**src/ucdp_pkg.sv**
```systemverilog
package ucdp_pkg;

    localparam int EP_NUMBERS = 16;
    localparam int FIFO_DEPTH = 4;

    localparam logic [1:0] PH_IDLE   = 2'd0;
    localparam logic [1:0] PH_HEADER = 2'd1;
    localparam logic [1:0] PH_WALK   = 2'd2;

    localparam logic KIND_EP  = 1'b0;
    localparam logic KIND_END = 1'b1;

    localparam logic [2:0] ST_OK        = 3'd0;
    localparam logic [2:0] ST_NOT_CFG   = 3'd1;
    localparam logic [2:0] ST_BAD_LEN   = 3'd2;
    localparam logic [2:0] ST_TOO_LONG  = 3'd3;
    localparam logic [2:0] ST_NO_IFACE  = 3'd4;
    localparam logic [2:0] ST_OVERFLOW  = 3'd5;

    localparam logic [7:0] DT_CONFIG    = 8'd2;
    localparam logic [7:0] DT_INTERFACE = 8'd4;
    localparam logic [7:0] DT_ENDPOINT  = 8'd5;
    localparam logic [7:0] CFG_HDR_LEN  = 8'd9;
    localparam logic [7:0] DIR_IN_MASK  = 8'h80;
    localparam logic [1:0] XFER_CONTROL = 2'd0;

    localparam logic [0:0] REG_EP0_SIZE = 1'd0;

    typedef struct packed {
        logic        record_kind;
        logic [3:0]  iface_slot;
        logic [4:0]  ep_slot;
        logic [3:0]  ep_number;
        logic        ep_is_in;
        logic [1:0]  xfer_kind;
        logic [15:0] packet_limit;
        logic [15:0] table_in_now;
        logic [15:0] table_out_now;
        logic [4:0]  iface_total;
        logic [2:0]  status_code;
        logic        run_last;
    } rec_t;

endpackage

```
**src/ucdp_in_if.sv**
```systemverilog
interface ucdp_in_if;
    logic       valid;
    logic       ready;
    logic [7:0] data_byte;
    logic       start_flag;

    modport source (output valid, output data_byte, output start_flag, input ready);
    modport sink (input valid, input data_byte, input start_flag, output ready);
endinterface

```
**src/ucdp_out_if.sv**
```systemverilog
interface ucdp_out_if;
    logic        valid;
    logic        ready;
    logic        record_kind;
    logic [3:0]  iface_slot;
    logic [4:0]  ep_slot;
    logic [3:0]  ep_number;
    logic        ep_is_in;
    logic [1:0]  xfer_kind;
    logic [15:0] packet_limit;
    logic [15:0] table_in_now;
    logic [15:0] table_out_now;
    logic [4:0]  iface_total;
    logic [2:0]  status_code;
    logic        run_last;

    modport source (output valid, input ready, output record_kind, output iface_slot,
                    output ep_slot, output ep_number, output ep_is_in, output xfer_kind,
                    output packet_limit, output table_in_now, output table_out_now,
                    output iface_total, output status_code, output run_last);
    modport sink (input valid, output ready, input record_kind, input iface_slot,
                  input ep_slot, input ep_number, input ep_is_in, input xfer_kind,
                  input packet_limit, input table_in_now, input table_out_now,
                  input iface_total, input status_code, input run_last);
endinterface

```
**src/usb_config_descriptor_parser.sv**
```systemverilog
// USB configuration descriptor parser.
// in_ch carries one descriptor byte per request; start_flag marks byte 0 of a
// new buffer and aborts any parse in progress. out_ch carries endpoint records
// and one end record per parse not aborted, run_last on a byte's last record.
// The APB port holds ep0_packet_size at address 0, loaded into entry 0 of
// both max-packet tables on each start byte.
// Each accepted byte is parsed in the cycle it is taken; its records (up to
// two) are registered into a four-entry output queue and reach out_ch in order.
// Throughput is one byte per cycle while the queue has room for two records;
// in_ch.ready drops when the queue holds three or more, so a stalled receiver
// holds the input after at most three more bytes with results.
// Reset empties the queue, sets the parser idle, clears the tables with entry
// 0 at 64 and sets ep0_packet_size to 64. Bytes without start_flag while idle
// are dropped with no record.
module usb_config_descriptor_parser #(
    parameter int MAX_IFACES        = 16,
    parameter int MAX_EPS_PER_IFACE = 32,
    parameter int MAX_TOTAL_BYTES   = 4096
) (
    input  logic        clk,
    input  logic        rst_n,
    ucdp_in_if.sink     in_ch,
    ucdp_out_if.source  out_ch,
    input  logic        psel,
    input  logic        penable,
    input  logic        pwrite,
    input  logic [2:0]  paddr,
    input  logic [31:0] pwdata,
    output logic [31:0] prdata,
    output logic        pready
);

    localparam int IFC_W = $clog2(MAX_IFACES + 1);
    localparam int EPC_W = $clog2(MAX_EPS_PER_IFACE + 1);
    localparam int NUM_EP = ucdp_pkg::EP_NUMBERS;
    localparam int DEPTH = ucdp_pkg::FIFO_DEPTH;
    localparam int PTR_W = $clog2(DEPTH);
    localparam int CNT_W = $clog2(DEPTH + 1);

    logic [6:0]  ep0_reg;
    logic [1:0]  phase_reg, phase_next;
    logic [15:0] bi_reg, bi_next;
    logic [15:0] tot_reg, tot_next;
    logic [7:0]  off_reg, off_next;
    logic [7:0]  dlen_reg, dlen_next;
    logic [7:0]  dtype_reg, dtype_next;
    logic [7:0]  fb2_reg, fb2_next, fb3_reg, fb3_next;
    logic [7:0]  fb4_reg, fb4_next, fb5_reg, fb5_next;
    logic [7:0]  decl_reg, decl_next;
    logic [IFC_W-1:0] icnt_reg, icnt_next;
    logic [7:0]  cur_num_reg, cur_num_next;
    logic        cur_val_reg, cur_val_next;
    logic [7:0]  cur_eps_reg, cur_eps_next;
    logic [EPC_W-1:0] cur_epc_reg, cur_epc_next;
    logic [15:0] tin_reg [NUM_EP];
    logic [15:0] tout_reg [NUM_EP];

    ucdp_pkg::rec_t fifo_reg [DEPTH];
    logic [PTR_W-1:0] wr_reg, rd_reg;
    logic [CNT_W-1:0] cnt_reg;

    logic        acc, pop;
    logic [7:0]  b;
    logic [1:0]  n;
    ucdp_pkg::rec_t r0, r1;
    logic        tbl_clr, tbl_we;
    logic [3:0]  tnum;
    logic [15:0] tin_new, tout_new;

    logic [7:0]  dl_e, dt_e, f2_e, f3_e, f4_e, f5_e;
    logic [IFC_W-1:0] ifno;
    logic [15:0] wmp;
    logic        fin, ended;
    logic [17:0] nxt;

    assign pready = 1'b1;
    assign prdata = (paddr[2] == ucdp_pkg::REG_EP0_SIZE) ? {25'd0, ep0_reg} : 32'd0;

    always_ff @(posedge clk or negedge rst_n)
    begin
        if (!rst_n)
        begin
            ep0_reg <= 7'd64;
        end
        else if (psel && penable && pwrite && paddr[2] == ucdp_pkg::REG_EP0_SIZE)
        begin
            ep0_reg <= pwdata[6:0];
        end
    end

    assign acc = in_ch.valid && in_ch.ready;
    assign b = in_ch.data_byte;
    assign in_ch.ready = (cnt_reg <= CNT_W'(DEPTH - 2));

    always_comb
    begin
        phase_next = phase_reg;
        bi_next = bi_reg;
        tot_next = tot_reg;
        off_next = off_reg;
        dlen_next = dlen_reg;
        dtype_next = dtype_reg;
        fb2_next = fb2_reg;
        fb3_next = fb3_reg;
        fb4_next = fb4_reg;
        fb5_next = fb5_reg;
        decl_next = decl_reg;
        icnt_next = icnt_reg;
        cur_num_next = cur_num_reg;
        cur_val_next = cur_val_reg;
        cur_eps_next = cur_eps_reg;
        cur_epc_next = cur_epc_reg;
        n = 2'd0;
        r0 = '0;
        r1 = '0;
        tbl_clr = 1'b0;
        tbl_we = 1'b0;
        tin_new = 16'd0;
        tout_new = 16'd0;
        ended = 1'b0;
        fin = 1'b0;
        nxt = 18'd0;
        ifno = icnt_reg - IFC_W'(1);
        dl_e = (off_reg == 8'd0) ? b : dlen_reg;
        dt_e = (off_reg == 8'd1) ? b : ((off_reg == 8'd0) ? 8'd0 : dtype_reg);
        f2_e = (off_reg == 8'd2) ? b : ((off_reg == 8'd0) ? 8'd0 : fb2_reg);
        f3_e = (off_reg == 8'd3) ? b : ((off_reg == 8'd0) ? 8'd0 : fb3_reg);
        f4_e = (off_reg == 8'd4) ? b : ((off_reg == 8'd0) ? 8'd0 : fb4_reg);
        f5_e = (off_reg == 8'd5) ? b : ((off_reg == 8'd0) ? 8'd0 : fb5_reg);
        wmp = {f5_e, f4_e};
        tnum = f2_e[3:0];

        if (acc && in_ch.start_flag)
        begin
            phase_next = ucdp_pkg::PH_HEADER;
            bi_next = 16'd0;
            tot_next = 16'd0;
            off_next = 8'd0;
            dlen_next = b;
            dtype_next = 8'd0;
            fb2_next = 8'd0;
            fb3_next = 8'd0;
            fb4_next = 8'd0;
            fb5_next = 8'd0;
            decl_next = 8'd0;
            icnt_next = '0;
            cur_val_next = 1'b0;
            cur_num_next = 8'd0;
            tbl_clr = 1'b1;
        end
        else if (acc && phase_reg != ucdp_pkg::PH_IDLE)
        begin
            bi_next = bi_reg + 16'd1;
            r0.record_kind = ucdp_pkg::KIND_END;
            r0.iface_total = 5'(icnt_reg);
            if (phase_reg == ucdp_pkg::PH_HEADER)
            begin
                case (bi_next)
                    16'd1:
                    begin
                        dtype_next = b;
                        if (b != ucdp_pkg::DT_CONFIG)
                        begin
                            ended = 1'b1;
                            r0.status_code = ucdp_pkg::ST_NOT_CFG;
                        end
                        else if (dlen_reg != ucdp_pkg::CFG_HDR_LEN)
                        begin
                            ended = 1'b1;
                            r0.status_code = ucdp_pkg::ST_BAD_LEN;
                        end
                    end
                    16'd2: tot_next = {8'd0, b};
                    16'd3:
                    begin
                        tot_next = {b, tot_reg[7:0]};
                        if (tot_next > 16'(MAX_TOTAL_BYTES))
                        begin
                            ended = 1'b1;
                            r0.status_code = ucdp_pkg::ST_TOO_LONG;
                        end
                    end
                    16'd4: decl_next = b;
                    16'd8:
                    begin
                        if (tot_reg <= 16'd10)
                        begin
                            ended = 1'b1;
                        end
                        else
                        begin
                            phase_next = ucdp_pkg::PH_WALK;
                            off_next = 8'd0;
                        end
                    end
                    default: ;
                endcase
                if (ended)
                begin
                    n = 2'd1;
                end
            end
            else if (off_reg == 8'd0 && b == 8'd0)
            begin
                ended = 1'b1;
                n = 2'd1;
            end
            else
            begin
                dlen_next = dl_e;
                dtype_next = dt_e;
                fb2_next = f2_e;
                fb3_next = f3_e;
                fb4_next = f4_e;
                fb5_next = f5_e;
                fin = ({1'b0, off_reg} + 9'd1 >= {1'b0, dl_e})
                      || ({1'b0, bi_next} + 17'd1 >= {1'b0, tot_reg});
                nxt = 18'(bi_next) - 18'(off_reg) + 18'(dl_e);
                off_next = off_reg + 8'd1;
                if (fin)
                begin
                    off_next = 8'd0;
                    if (dt_e == ucdp_pkg::DT_INTERFACE)
                    begin
                        if (!cur_val_reg || f2_e != cur_num_reg)
                        begin
                            if (icnt_reg >= IFC_W'(MAX_IFACES))
                            begin
                                ended = 1'b1;
                                r0.status_code = ucdp_pkg::ST_OVERFLOW;
                                n = 2'd1;
                            end
                            else
                            begin
                                cur_eps_next = f4_e;
                                cur_epc_next = '0;
                                icnt_next = icnt_reg + IFC_W'(1);
                                cur_num_next = f2_e;
                                cur_val_next = 1'b1;
                            end
                        end
                    end
                    else if (dt_e == ucdp_pkg::DT_ENDPOINT)
                    begin
                        if (icnt_reg == '0)
                        begin
                            ended = 1'b1;
                            r0.status_code = ucdp_pkg::ST_NO_IFACE;
                            n = 2'd1;
                        end
                        else if (cur_epc_reg >= EPC_W'(MAX_EPS_PER_IFACE))
                        begin
                            ended = 1'b1;
                            r0.status_code = ucdp_pkg::ST_OVERFLOW;
                            n = 2'd1;
                        end
                        else
                        begin
                            cur_epc_next = cur_epc_reg + EPC_W'(1);
                            tin_new = tin_reg[tnum];
                            tout_new = tout_reg[tnum];
                            if (8'(ifno) < decl_reg && 8'(cur_epc_reg) < cur_eps_reg)
                            begin
                                tbl_we = 1'b1;
                                if (f3_e[1:0] == ucdp_pkg::XFER_CONTROL)
                                begin
                                    tin_new = wmp;
                                    tout_new = wmp;
                                end
                                else if ((f2_e & ucdp_pkg::DIR_IN_MASK) != 8'd0)
                                begin
                                    if (wmp > tin_new)
                                    begin
                                        tin_new = wmp;
                                    end
                                end
                                else if (wmp > tout_new)
                                begin
                                    tout_new = wmp;
                                end
                            end
                            r0.record_kind = ucdp_pkg::KIND_EP;
                            r0.iface_slot = 4'(ifno);
                            r0.ep_slot = 5'(cur_epc_reg);
                            r0.ep_number = tnum;
                            r0.ep_is_in = f2_e[7];
                            r0.xfer_kind = f3_e[1:0];
                            r0.packet_limit = wmp;
                            r0.table_in_now = tin_new;
                            r0.table_out_now = tout_new;
                            n = 2'd1;
                        end
                    end
                    if (!ended && nxt + 18'd1 >= 18'(tot_reg))
                    begin
                        ended = 1'b1;
                        if (n == 2'd0)
                        begin
                            r0.iface_total = 5'(icnt_next);
                            n = 2'd1;
                        end
                        else
                        begin
                            r1.record_kind = ucdp_pkg::KIND_END;
                            r1.iface_total = 5'(icnt_next);
                            n = 2'd2;
                        end
                    end
                end
            end
            if (ended)
            begin
                phase_next = ucdp_pkg::PH_IDLE;
            end
            if (n == 2'd2)
            begin
                r1.run_last = 1'b1;
            end
            else
            begin
                r0.run_last = 1'b1;
            end
        end
    end

    always_ff @(posedge clk or negedge rst_n)
    begin
        if (!rst_n)
        begin
            phase_reg <= ucdp_pkg::PH_IDLE;
            bi_reg <= 16'd0;
            tot_reg <= 16'd0;
            off_reg <= 8'd0;
            dlen_reg <= 8'd0;
            dtype_reg <= 8'd0;
            fb2_reg <= 8'd0;
            fb3_reg <= 8'd0;
            fb4_reg <= 8'd0;
            fb5_reg <= 8'd0;
            decl_reg <= 8'd0;
            icnt_reg <= '0;
            cur_num_reg <= 8'd0;
            cur_val_reg <= 1'b0;
            cur_eps_reg <= 8'd0;
            cur_epc_reg <= '0;
        end
        else
        begin
            phase_reg <= phase_next;
            bi_reg <= bi_next;
            tot_reg <= tot_next;
            off_reg <= off_next;
            dlen_reg <= dlen_next;
            dtype_reg <= dtype_next;
            fb2_reg <= fb2_next;
            fb3_reg <= fb3_next;
            fb4_reg <= fb4_next;
            fb5_reg <= fb5_next;
            decl_reg <= decl_next;
            icnt_reg <= icnt_next;
            cur_num_reg <= cur_num_next;
            cur_val_reg <= cur_val_next;
            cur_eps_reg <= cur_eps_next;
            cur_epc_reg <= cur_epc_next;
        end
    end

    always_ff @(posedge clk or negedge rst_n)
    begin
        if (!rst_n)
        begin
            for (int i = 0; i < NUM_EP; i++)
            begin
                tin_reg[i] <= (i == 0) ? 16'd64 : 16'd0;
                tout_reg[i] <= (i == 0) ? 16'd64 : 16'd0;
            end
        end
        else if (tbl_clr)
        begin
            for (int i = 0; i < NUM_EP; i++)
            begin
                tin_reg[i] <= (i == 0) ? {9'd0, ep0_reg} : 16'd0;
                tout_reg[i] <= (i == 0) ? {9'd0, ep0_reg} : 16'd0;
            end
        end
        else if (tbl_we)
        begin
            tin_reg[tnum] <= tin_new;
            tout_reg[tnum] <= tout_new;
        end
    end

    // output queue
    assign pop = out_ch.valid && out_ch.ready;

    always_ff @(posedge clk)
    begin
        if (n != 2'd0)
        begin
            fifo_reg[wr_reg] <= r0;
        end
        if (n == 2'd2)
        begin
            fifo_reg[wr_reg + PTR_W'(1)] <= r1;
        end
    end

    always_ff @(posedge clk or negedge rst_n)
    begin
        if (!rst_n)
        begin
            wr_reg <= '0;
            rd_reg <= '0;
            cnt_reg <= '0;
        end
        else
        begin
            wr_reg <= wr_reg + PTR_W'(n);
            rd_reg <= rd_reg + PTR_W'(pop);
            cnt_reg <= cnt_reg + CNT_W'(n) - CNT_W'(pop);
        end
    end

    assign out_ch.valid = (cnt_reg != '0);
    assign out_ch.record_kind = fifo_reg[rd_reg].record_kind;
    assign out_ch.iface_slot = fifo_reg[rd_reg].iface_slot;
    assign out_ch.ep_slot = fifo_reg[rd_reg].ep_slot;
    assign out_ch.ep_number = fifo_reg[rd_reg].ep_number;
    assign out_ch.ep_is_in = fifo_reg[rd_reg].ep_is_in;
    assign out_ch.xfer_kind = fifo_reg[rd_reg].xfer_kind;
    assign out_ch.packet_limit = fifo_reg[rd_reg].packet_limit;
    assign out_ch.table_in_now = fifo_reg[rd_reg].table_in_now;
    assign out_ch.table_out_now = fifo_reg[rd_reg].table_out_now;
    assign out_ch.iface_total = fifo_reg[rd_reg].iface_total;
    assign out_ch.status_code = fifo_reg[rd_reg].status_code;
    assign out_ch.run_last = fifo_reg[rd_reg].run_last;

    a_cnt_bound: assert property (@(posedge clk) disable iff (!rst_n)
        cnt_reg <= CNT_W'(DEPTH))
        else $error("output queue overfilled");

    a_push_needs_req: assert property (@(posedge clk) disable iff (!rst_n)
        n != 2'd0 |-> acc && !in_ch.start_flag)
        else $error("record without accepted byte");

    a_pair_order: assert property (@(posedge clk) disable iff (!rst_n)
        n == 2'd2 |-> r0.record_kind == ucdp_pkg::KIND_EP
                      && r1.record_kind == ucdp_pkg::KIND_END && r1.run_last)
        else $error("bad record pair");

    a_end_idles: assert property (@(posedge clk) disable iff (!rst_n)
        (n != 2'd0 && (r0.record_kind == ucdp_pkg::KIND_END || n == 2'd2))
        |=> phase_reg == ucdp_pkg::PH_IDLE)
        else $error("parser busy after end record");

endmodule

```
**src/flat_wrapper.sv**
```systemverilog
// flat-port wrapper written by rule: the top's interface ports become plain ports
module usb_config_descriptor_parser_flat 
#(
    parameter int MAX_IFACES        = 16,
    parameter int MAX_EPS_PER_IFACE = 32,
    parameter int MAX_TOTAL_BYTES   = 4096
)
  (clk, rst_n, psel, penable, pwrite, paddr, pwdata, prdata, pready, in_ch_valid, in_ch_data_byte, in_ch_start_flag, in_ch_ready, out_ch_valid, out_ch_ready, out_ch_record_kind, out_ch_iface_slot, out_ch_ep_slot, out_ch_ep_number, out_ch_ep_is_in, out_ch_xfer_kind, out_ch_packet_limit, out_ch_table_in_now, out_ch_table_out_now, out_ch_iface_total, out_ch_status_code, out_ch_run_last);
  ucdp_in_if in_ch_i ();
  ucdp_out_if out_ch_i ();
  input  logic clk;
  input  logic rst_n;
  input  logic psel;
  input  logic penable;
  input  logic pwrite;
  input  logic [2:0] paddr;
  input  logic [31:0] pwdata;
  output logic [31:0] prdata;
  output logic pready;
  input wire logic [$bits(in_ch_i.valid)-1:0] in_ch_valid;
  input wire logic [$bits(in_ch_i.data_byte)-1:0] in_ch_data_byte;
  input wire logic [$bits(in_ch_i.start_flag)-1:0] in_ch_start_flag;
  output wire logic [$bits(in_ch_i.ready)-1:0] in_ch_ready;
  output wire logic [$bits(out_ch_i.valid)-1:0] out_ch_valid;
  input wire logic [$bits(out_ch_i.ready)-1:0] out_ch_ready;
  output wire logic [$bits(out_ch_i.record_kind)-1:0] out_ch_record_kind;
  output wire logic [$bits(out_ch_i.iface_slot)-1:0] out_ch_iface_slot;
  output wire logic [$bits(out_ch_i.ep_slot)-1:0] out_ch_ep_slot;
  output wire logic [$bits(out_ch_i.ep_number)-1:0] out_ch_ep_number;
  output wire logic [$bits(out_ch_i.ep_is_in)-1:0] out_ch_ep_is_in;
  output wire logic [$bits(out_ch_i.xfer_kind)-1:0] out_ch_xfer_kind;
  output wire logic [$bits(out_ch_i.packet_limit)-1:0] out_ch_packet_limit;
  output wire logic [$bits(out_ch_i.table_in_now)-1:0] out_ch_table_in_now;
  output wire logic [$bits(out_ch_i.table_out_now)-1:0] out_ch_table_out_now;
  output wire logic [$bits(out_ch_i.iface_total)-1:0] out_ch_iface_total;
  output wire logic [$bits(out_ch_i.status_code)-1:0] out_ch_status_code;
  output wire logic [$bits(out_ch_i.run_last)-1:0] out_ch_run_last;
  assign in_ch_i.valid = in_ch_valid;
  assign in_ch_i.data_byte = in_ch_data_byte;
  assign in_ch_i.start_flag = in_ch_start_flag;
  assign in_ch_ready = in_ch_i.ready;
  assign out_ch_valid = out_ch_i.valid;
  assign out_ch_i.ready = out_ch_ready;
  assign out_ch_record_kind = out_ch_i.record_kind;
  assign out_ch_iface_slot = out_ch_i.iface_slot;
  assign out_ch_ep_slot = out_ch_i.ep_slot;
  assign out_ch_ep_number = out_ch_i.ep_number;
  assign out_ch_ep_is_in = out_ch_i.ep_is_in;
  assign out_ch_xfer_kind = out_ch_i.xfer_kind;
  assign out_ch_packet_limit = out_ch_i.packet_limit;
  assign out_ch_table_in_now = out_ch_i.table_in_now;
  assign out_ch_table_out_now = out_ch_i.table_out_now;
  assign out_ch_iface_total = out_ch_i.iface_total;
  assign out_ch_status_code = out_ch_i.status_code;
  assign out_ch_run_last = out_ch_i.run_last;
  usb_config_descriptor_parser #(.MAX_IFACES(MAX_IFACES), .MAX_EPS_PER_IFACE(MAX_EPS_PER_IFACE), .MAX_TOTAL_BYTES(MAX_TOTAL_BYTES)) u_core (.clk(clk), .rst_n(rst_n), .in_ch(in_ch_i), .out_ch(out_ch_i), .psel(psel), .penable(penable), .pwrite(pwrite), .paddr(paddr), .pwdata(pwdata), .prdata(prdata), .pready(pready));
endmodule
```
**config.mk**
```make
export PLATFORM = sky130hd
export DESIGN_NAME = usb_config_descriptor_parser_flat
export DESIGN_NICKNAME = d
export VERILOG_FILES = /design/src/ucdp_pkg.sv /design/src/ucdp_in_if.sv /design/src/ucdp_out_if.sv /design/src/usb_config_descriptor_parser.sv /design/src/flat_wrapper.sv
export SDC_FILE = /design/constraint.sdc
export NUM_CORES = 2
export LEC_CHECK = 0
export BUFFER_PORTS_ARGS = -buffer_cell sky130_fd_sc_hd__clkbuf_2
export CORE_ASPECT_RATIO = 2
export CORE_MARGIN = 10
export CORE_UTILIZATION = 45
export CTS_CLUSTER_SIZE = 24
export DETAILED_ROUTE_END_ITERATION = 16
export GPL_TIMING_DRIVEN = 0
export PLACE_DENSITY = 0.63
export SYNTH_ARGS = -nofsm -noshare
export SYNTH_HDL_FRONTEND = slang
export SYNTH_SLANG_ARGS = --single-unit
```
**constraint.sdc**
```tcl
create_clock -name clk -period 9.4 [get_ports clk]
set_input_delay 2.82 -clock clk [delete_from_list [all_inputs] [get_ports clk]]
set_output_delay 2.82 -clock clk [all_outputs]
set_load 0.005 [all_outputs]
```
# After elaboration in Yosys (flattened, before gate mapping)
# Memory sizes are Yosys's and may differ from the RTL's.
# Index checks and enable logic that the tools add are counted.
[word_totals] wordCells=395 mem_bits_ro=0 latchBits=0 reg_bits=646 ramBits=296 output_inout_bits=109 n_memories=1 inputBits=51
[classes] n_div=0 n_reduce_logical=46 bitwise=6 muxes=229 multipliers=0 n_shift=0 magnitude_cmp=14 n_addsub=15 eq_ne=31
[memory_table] memory="u_core.fifo_reg" depth=4 word_bits=74 rd=1 rd_ports_with_merged_regs=0 wr=2 line_no="usb_config_descriptor_parser.sv:58" rtl="ucdp_pkg::rec_t fifo_reg [DEPTH];"
[ops] op="256-bit 2-to-1 mux" count=4
[ops] op="16-bit 2-to-1 mux" count=36
[ops] op="256-bit bitwise mux" count=2
[ops] op="8-bit 2-to-1 mux" count=49
[ops] op="65-bit 2-to-1 mux" count=4
[ops] op="74-bit 2-to-1 mux" count=2
[ops] op="73-bit 2-to-1 mux" count=2
[ops] op="16-bit binary-select mux with 4-bit select" count=2
[ops] op="5-bit 2-to-1 mux" count=17
[ops] op="70-bit 2-to-1 mux" count=1
[ops] op="16-bit demux with 4-bit select" count=1
[ops] op="1-bit 2-to-1 mux" count=61
[ops] op="2-bit 2-to-1 mux" count=30
[ops] op="6-bit 2-to-1 mux" count=6
[ops] op="16-bit by 2-bit == test with 1-bit output (second input constant)" count=2
[ops] op="8-bit by 3-bit == test with 1-bit output (second input constant)" count=4
[ops] op="16-bit > comparator" count=2
[ops] op="16-bit case mux with 2 select lines" count=1
[ops] op="3-bit 2-to-1 mux" count=8
[ops] op="2-bit nonzero test" count=11
[ops] op="18-bit by 1-bit adder with 18-bit output (second input constant)" count=1
[ops] op="18-bit by 8-bit adder with 18-bit output" count=1
[ops] op="18-bit by 16-bit greater-or-equal comparator with 1-bit output" count=1
[ops] op="16-bit by 1-bit adder with 17-bit output (second input constant)" count=1
[ops] op="53 further kinds" count=92

# Longest topological paths before layout
[depth] word_depth=25 mapped_depth=39 ltp_nobuf=35

# Least setup slack after synthesis
# Ideal clock, no wire load.
[synth_path] path_kind="input to register" from="input in_ch_data_byte[1]" to="memory u_core.fifo_reg[2][0] (netlist name) (enable)" arrival_time_ps=8642 required_time_ps=9081 n_path_buf=4 path_stages=34 setup_time_ps=319 slack_ps=439 cell_sequence="clkbuf_1 -> mux2i_1 -> inv_1 -> ha_1 -> nor2b_1 -> o21ai_0 -> a21boi_0 -> o21ai_0 -> a21boi_0 -> o211ai_1 -> a21oi_1 -> nor2_1 -> and4b_1 -> a21oi_1 -> xor2_1 -> ha_1 -> a21o_1 -> a21o_1 -> a21oi_1 -> nor2b_1 -> o21ai_0 -> o311ai_0 -> a2111oi_0 -> mux2_2 -> a21oi_1 -> ha_1 -> o31ai_1 -> a211oi_4 -> o21ai_1 -> buf_2 -> a21boi_2 -> buf_4 -> buf_4 -> inv_1"
[synth_rtl] element="start, declared" line_no="flat_wrapper.sv:21" rtl="input wire logic [$bits(in_ch_i.data_byte)-1:0] in_ch_data_byte;"
[synth_rtl] element="end, declared" line_no="usb_config_descriptor_parser.sv:58"

# Final worst setup path
[layout_path] from="input in_ch_data_byte[0]" to="register u_core.tout_reg[139] (netlist name)"
[layout_via] elab_chain_len=22 word_cells_on_any_way=47 cone_classes="order compare (4); eq/ne (2); mux (34); bitwise (1); reduce/logical (6)"
[layout_lines] element="8-bit 2-to-1 mux" line_no="usb_config_descriptor_parser.sv:126" rtl="f2_e = (off_reg == 8'd2) ? b : ((off_reg == 8'd0) ? 8'd0 : fb2_reg);"
[layout_lines] element="4-bit NOT with 5-bit output (implied by the code)" line_no="usb_config_descriptor_parser.sv:261, usb_config_descriptor_parser.sv:389"
[layout_lines] element="16-bit binary-select mux with 4-bit select" line_no="usb_config_descriptor_parser.sv:261" rtl="tout_new = tout_reg[tnum];"
[layout_lines] element="16-bit 2-to-1 mux (implied by the code) (2 in series)" line_no="usb_config_descriptor_parser.sv:261"
[layout_lines] element="16-bit > comparator" line_no="usb_config_descriptor_parser.sv:277" rtl="else if (wmp > tout_new)"
[layout_lines] element="16-bit 2-to-1 mux" line_no="usb_config_descriptor_parser.sv:277"
[layout_lines] element="16-bit 2-to-1 mux" line_no="usb_config_descriptor_parser.sv:270" rtl="else if ((f2_e & ucdp_pkg::DIR_IN_MASK) != 8'd0)"
[layout_lines] element="16-bit 2-to-1 mux" line_no="usb_config_descriptor_parser.sv:265" rtl="if (f3_e[1:0] == ucdp_pkg::XFER_CONTROL)"
[layout_lines] element="[5 not listed]"
[layout_lines] element="16-bit 2-to-1 mux" line_no="usb_config_descriptor_parser.sv:220" rtl="if (fin)"
[layout_lines] element="16-bit 2-to-1 mux" line_no="usb_config_descriptor_parser.sv:203" rtl="else if (off_reg == 8'd0 && b == 8'd0)"
[layout_lines] element="16-bit 2-to-1 mux" line_no="usb_config_descriptor_parser.sv:156" rtl="if (phase_reg == ucdp_pkg::PH_HEADER)"
[layout_lines] element="16-bit 2-to-1 mux" line_no="usb_config_descriptor_parser.sv:151" rtl="else if (acc && phase_reg != ucdp_pkg::PH_IDLE)"
[layout_lines] element="16-bit 2-to-1 mux" line_no="usb_config_descriptor_parser.sv:133" rtl="if (acc && in_ch.start_flag)"
[layout_lines] element="256-bit bitwise mux" line_no="usb_config_descriptor_parser.sv:389" rtl="tout_reg[tnum] <= tout_new;"
[layout_lines] element="256-bit 2-to-1 mux" line_no="usb_config_descriptor_parser.sv:386" rtl="else if (tbl_we)"
[layout_lines] element="256-bit 2-to-1 mux" line_no="usb_config_descriptor_parser.sv:378" rtl="else if (tbl_clr)"
[layout_lines] element="end signal, assigned by index" line_no="usb_config_descriptor_parser.sv:375" rtl="tout_reg[i] <= (i == 0) ? 16'd64 : 16'd0;"
[layout_lines] element="end signal, assigned by index" line_no="usb_config_descriptor_parser.sv:383" rtl="tout_reg[i] <= (i == 0) ? {9'd0, ep0_reg} : 16'd0;"
[layout_lines] element="end signal, assigned by index" line_no="usb_config_descriptor_parser.sv:389"
[layout_lines] element="end, declared" line_no="usb_config_descriptor_parser.sv:56" rtl="logic [15:0] tout_reg [NUM_EP];"
# Parallel ways exist; a longest one is shown, timed or not. The select of a mux whose other input is x is not followed.
# A chain may end at the register's enable or synchronous reset.

==> results.toml <==
[outcome]
outcome = "finished, violations left"
violations = "capacitance limit, slew limit, setup timing"

[synthesis]
synth_edf_count = 28
syn_inst = 4956
ys_warn_count = 0
syn_area_um2 = 46430
yosysUniqueCellTypes = 102
synth_xor_xnor_area_share_pct = 1.506
synthSimpleGateAreaFrac_pct = 17.16
seq_area_frac_synth_pct = 48.19
synth-adder-area-share_pct = 3.255
synth-async-reset-ratio_pct = 68.58
yosysTopAreaCell = "dfrtp_1"
synth_compound_area_share_pct = 19.02
synth_area_leaders = "dfrtp_1, dfxtp_1, nand2_1"
synthTopCellsByCount = "nand2_1, dfrtp_1, o21ai_0"
synth_top_area_share_pct = 34.66
synthMuxAreaShare_pct = 5.314
ys.flop_type = "dfrtp_1"
synth_top_family_by_area = "compound AO/OA/AOI/OAI gates"
synth_seq_cells = 942
avgSynthCellArea_um2 = 9.368
synth.most_common_cell = "nand2_1"

[timing]
skew_ns = 0.04442
fin_crit_sh_pct = 100.7
setup_slack_ns = -0.06676
slew_headroom_pct = -1.570
worst_slew_pin_slew_ns = 1.513
drv_slew = 2
max_freq_mhz = 105.6
period_minus_slack_ns = 9.467
hold_violations = 0
finalSetupViolations = 19
holdWs_ns = 0.4503
timing.setup.tns_ns = -0.5823

[job]
cap_violations = 1

[placement]
portBuffers = 106
placed_cells = 6437
dpl.hpwl_mm = 144.9
gp_congestion = 1.028

[routing]
drcViolationCount = 0
routed_wl_mm = 194.5
first_pass_iters = 6
detail-route-antenna-nets = 0
vias = 41310
drt_iter0_drc = 3761
wire_per_inst_um = 29.40
vias_per_cell = 6.244

[setup_path]
required_ns = 10.05
start_kind = "input port"
crit_arrival_ns = 10.12
worstPathMaxFanout = 13
critPathKind = "in2reg"
crit_path_end_kind = "flop"

[floorplanning]
core_area_um2 = 102400
std_cell_rows = 166
die_w_um = 247.1
io-pin-count = 160
dieArea_um2 = 117200
die_h_um = 474.3
floorplan.initialDensity_pct = 45.34

[cells_and_area]
multi_input_area_um2 = 21850
fin_nets = 5366
seqCellArea_um2 = 22380
layout-drive-gt1-share_pct = 14.35
layout.cells.non_filler = 6616
largest_reg_flops = 296
n_fill_cell = 9709
syn2layout_area_growth_pct = 12.87
fin_util_pct = 51.18

[power_and_ir_drop]
p_leak_nw = 22.28
p_per_area_nw_per_um2 = 257.5
max-vdd-ir-drop_mv = 0.1758

[clock_tree]
cts.reportedPaths.clkPinSlew_ns = 0.07
cts-htree-levels = 3
cts_hold_buf = 0
cts_buffers = 88
ctsRootBufferMaster = "clkbuf_16"
clk_latency_ns = 0.73
cts_buffer_depth = 3
cts_sinks = 942
cts_tree = "yes"

[global_route]
grt_pass1_wl_mm = 280.7
grt_pass1_vias = 41870
grt_max_degree = 114
gr-total-overflow = 0
grt.total_usage_pct = 32.81
antenna_found_initial = 4

[worst_hold_path]
hp-class = "reg2reg"
==> worst paths after layout <==
| check | start | end | cells after the start | slack [ns] |
|---|---|---|---|---|
| worst min-delay path | u_core.fifo_reg[2][55]$_SDFFE_PP0N_ | u_core.fifo_reg[2][55]$_SDFFE_PP0N_ | 2 | 0.45 |
| worst min register to register | u_core.fifo_reg[2][55]$_SDFFE_PP0N_ | u_core.fifo_reg[2][55]$_SDFFE_PP0N_ | 2 | 0.45 |
| max in group asynchronous | rst_n | u_core.tin_reg[125]$_DFFE_PN0P_ | 5 | 4.78 |
| min in group asynchronous | rst_n | u_core.bi_reg[14]$_DFFE_PN0N_ | 1 | 2.11 |
| worst max-delay path | in_ch_data_byte[0] | u_core.tout_reg[139]$_DFFE_PN0P_ | 24 | -0.07 |
| worst max register to register | u_core.off_reg[1]$_DFFE_PN0P_ | u_core.fifo_reg[2][4]$_DFFE_PP_ | 38 | 0.70 |
==> cell families (layout without fill, tap and decap cells) <==
group                    count (synthesis)  in the layout
AO/OA/AOI/OAI                         1311           1311
XOR/XNOR                                79             79
adder cells (fa/ha/maj)                119            119
buffers and inverters                  544            834
flip-flops                             942            942
multiplexers                           147            147
other                                    2             28
AND/OR/NAND/NOR                       1812           1812
==> power by group <==
| group | switching, mW | internal, mW |
|---|---|---|
| clock network | 1.77 | 2.03 |
| logic | 3.74 | 1.62 |
| registers | 0.131 | 4.20 |
| total | 5.65 | 7.85 |
==> cell type report <==
type	count	share of cell area, %
repair buffers	133	1.712
clock buffers	114	4.641
well taps	1344	3.209
clock inverters	50	1.065
plain buffers	437	4.255
inverters	100	0.7234
multi-input cells	3494	41.69
flip-flops and latches	942	42.70
diodes	2	0.009550
==> routing by layer <==
| layer | wire (um) | vias to the layer above | share of wire [%] | global-route usage (%) |
|---|---|---|---|---|
| met5 | 0 | - | 0 | 0.04200 |
| met4 | 23150 | 0 | 12 | 33.67 |
| met3 | 13250 | 793 | 6.8 | 6.255 |
| met2 | 95260 | 2072 | 49 | 55.46 |
| met1 | 62820 | 20420 | 32 | 32.44 |
| li1 | - | 18030 | - | - |
==> repair_timing <==
| item | 4_1_cts | 5_1_grt |
|---|---|---|
| pin swaps | 3 | 6 |
| gates resized for setup | 49 | 54 |
| setup endpoints to repair | 838 | 796 |
| setup buffers | 10 | 10 |
| endpoints found under the hold margin | 0 | 0 |
==> placed cells by master (no fill, tap or decap), types with 18 or more instances in the layout <==
cell       count
ha_1         116
nor3_1        32
a21oi_1      137
mux2i_1       45
xnor2_1       53
clkbuf_2     137
a21o_1        33
a22oi_1       23
inv_1         99
or2_2         20
nand2_1     1099
clkbuf_1     159
conb_1        26
o21ai_1       18
dfxtp_1      268
xor2_1        25
o21ai_0      468
nor2b_1       26
dfrtp_1      643
a211oi_1      18
a32o_1        40
nor2_1       169
a31oi_1       68
edfxtp_1      28
mux4_2        74
a311oi_1      43
buf_4         76
and3_1       114
o22ai_1       63
nand3_1      227
nand4_1       27
buf_2        171
a22o_1       279
clkbuf_16     90
==> critical path, cell delays in order <==
cell,delay [ns]
buf_2,0.27
nand3_1,0.35
and2_1,0.18
buf_2,0.32
buf_2,0.38
buf_2,0.35
buf_2,0.43
buf_2,0.43
nand2_1,0.09
a311oi_1,0.66
a31oi_1,0.25
a21o_1,0.41
ha_1,0.34
nor2b_1,0.14
o21a_1,0.17
o21a_1,0.17
o211ai_1,0.16
a21oi_1,0.09
nor3_1,0.18
o31a_1,0.16
buf_4,0.25
mux2i_4,0.71
buf_2,0.51
a22o_1,0.21
==> through the flow <==
| stage | setup slack (ns) | power (mW) | cell area [um2] |
|---|---|---|---|
| 6_report | -0.06676 | 13.50 | 52400 |
| 5_1_grt | -0.07333 | 13.94 | 52400 |
| 4_1_cts | 0.01312 | 13.27 | 52140 |
| 3_5_place_dp | -2.414 | 9.416 | 48910 |
| 3_3_place_gp | -10.46 | 9.356 | 48730 |
| 2_1_floorplan | 0.4393 | 7.373 | 46520 |
Note: power is estimated with default switching activity, not from simulation.
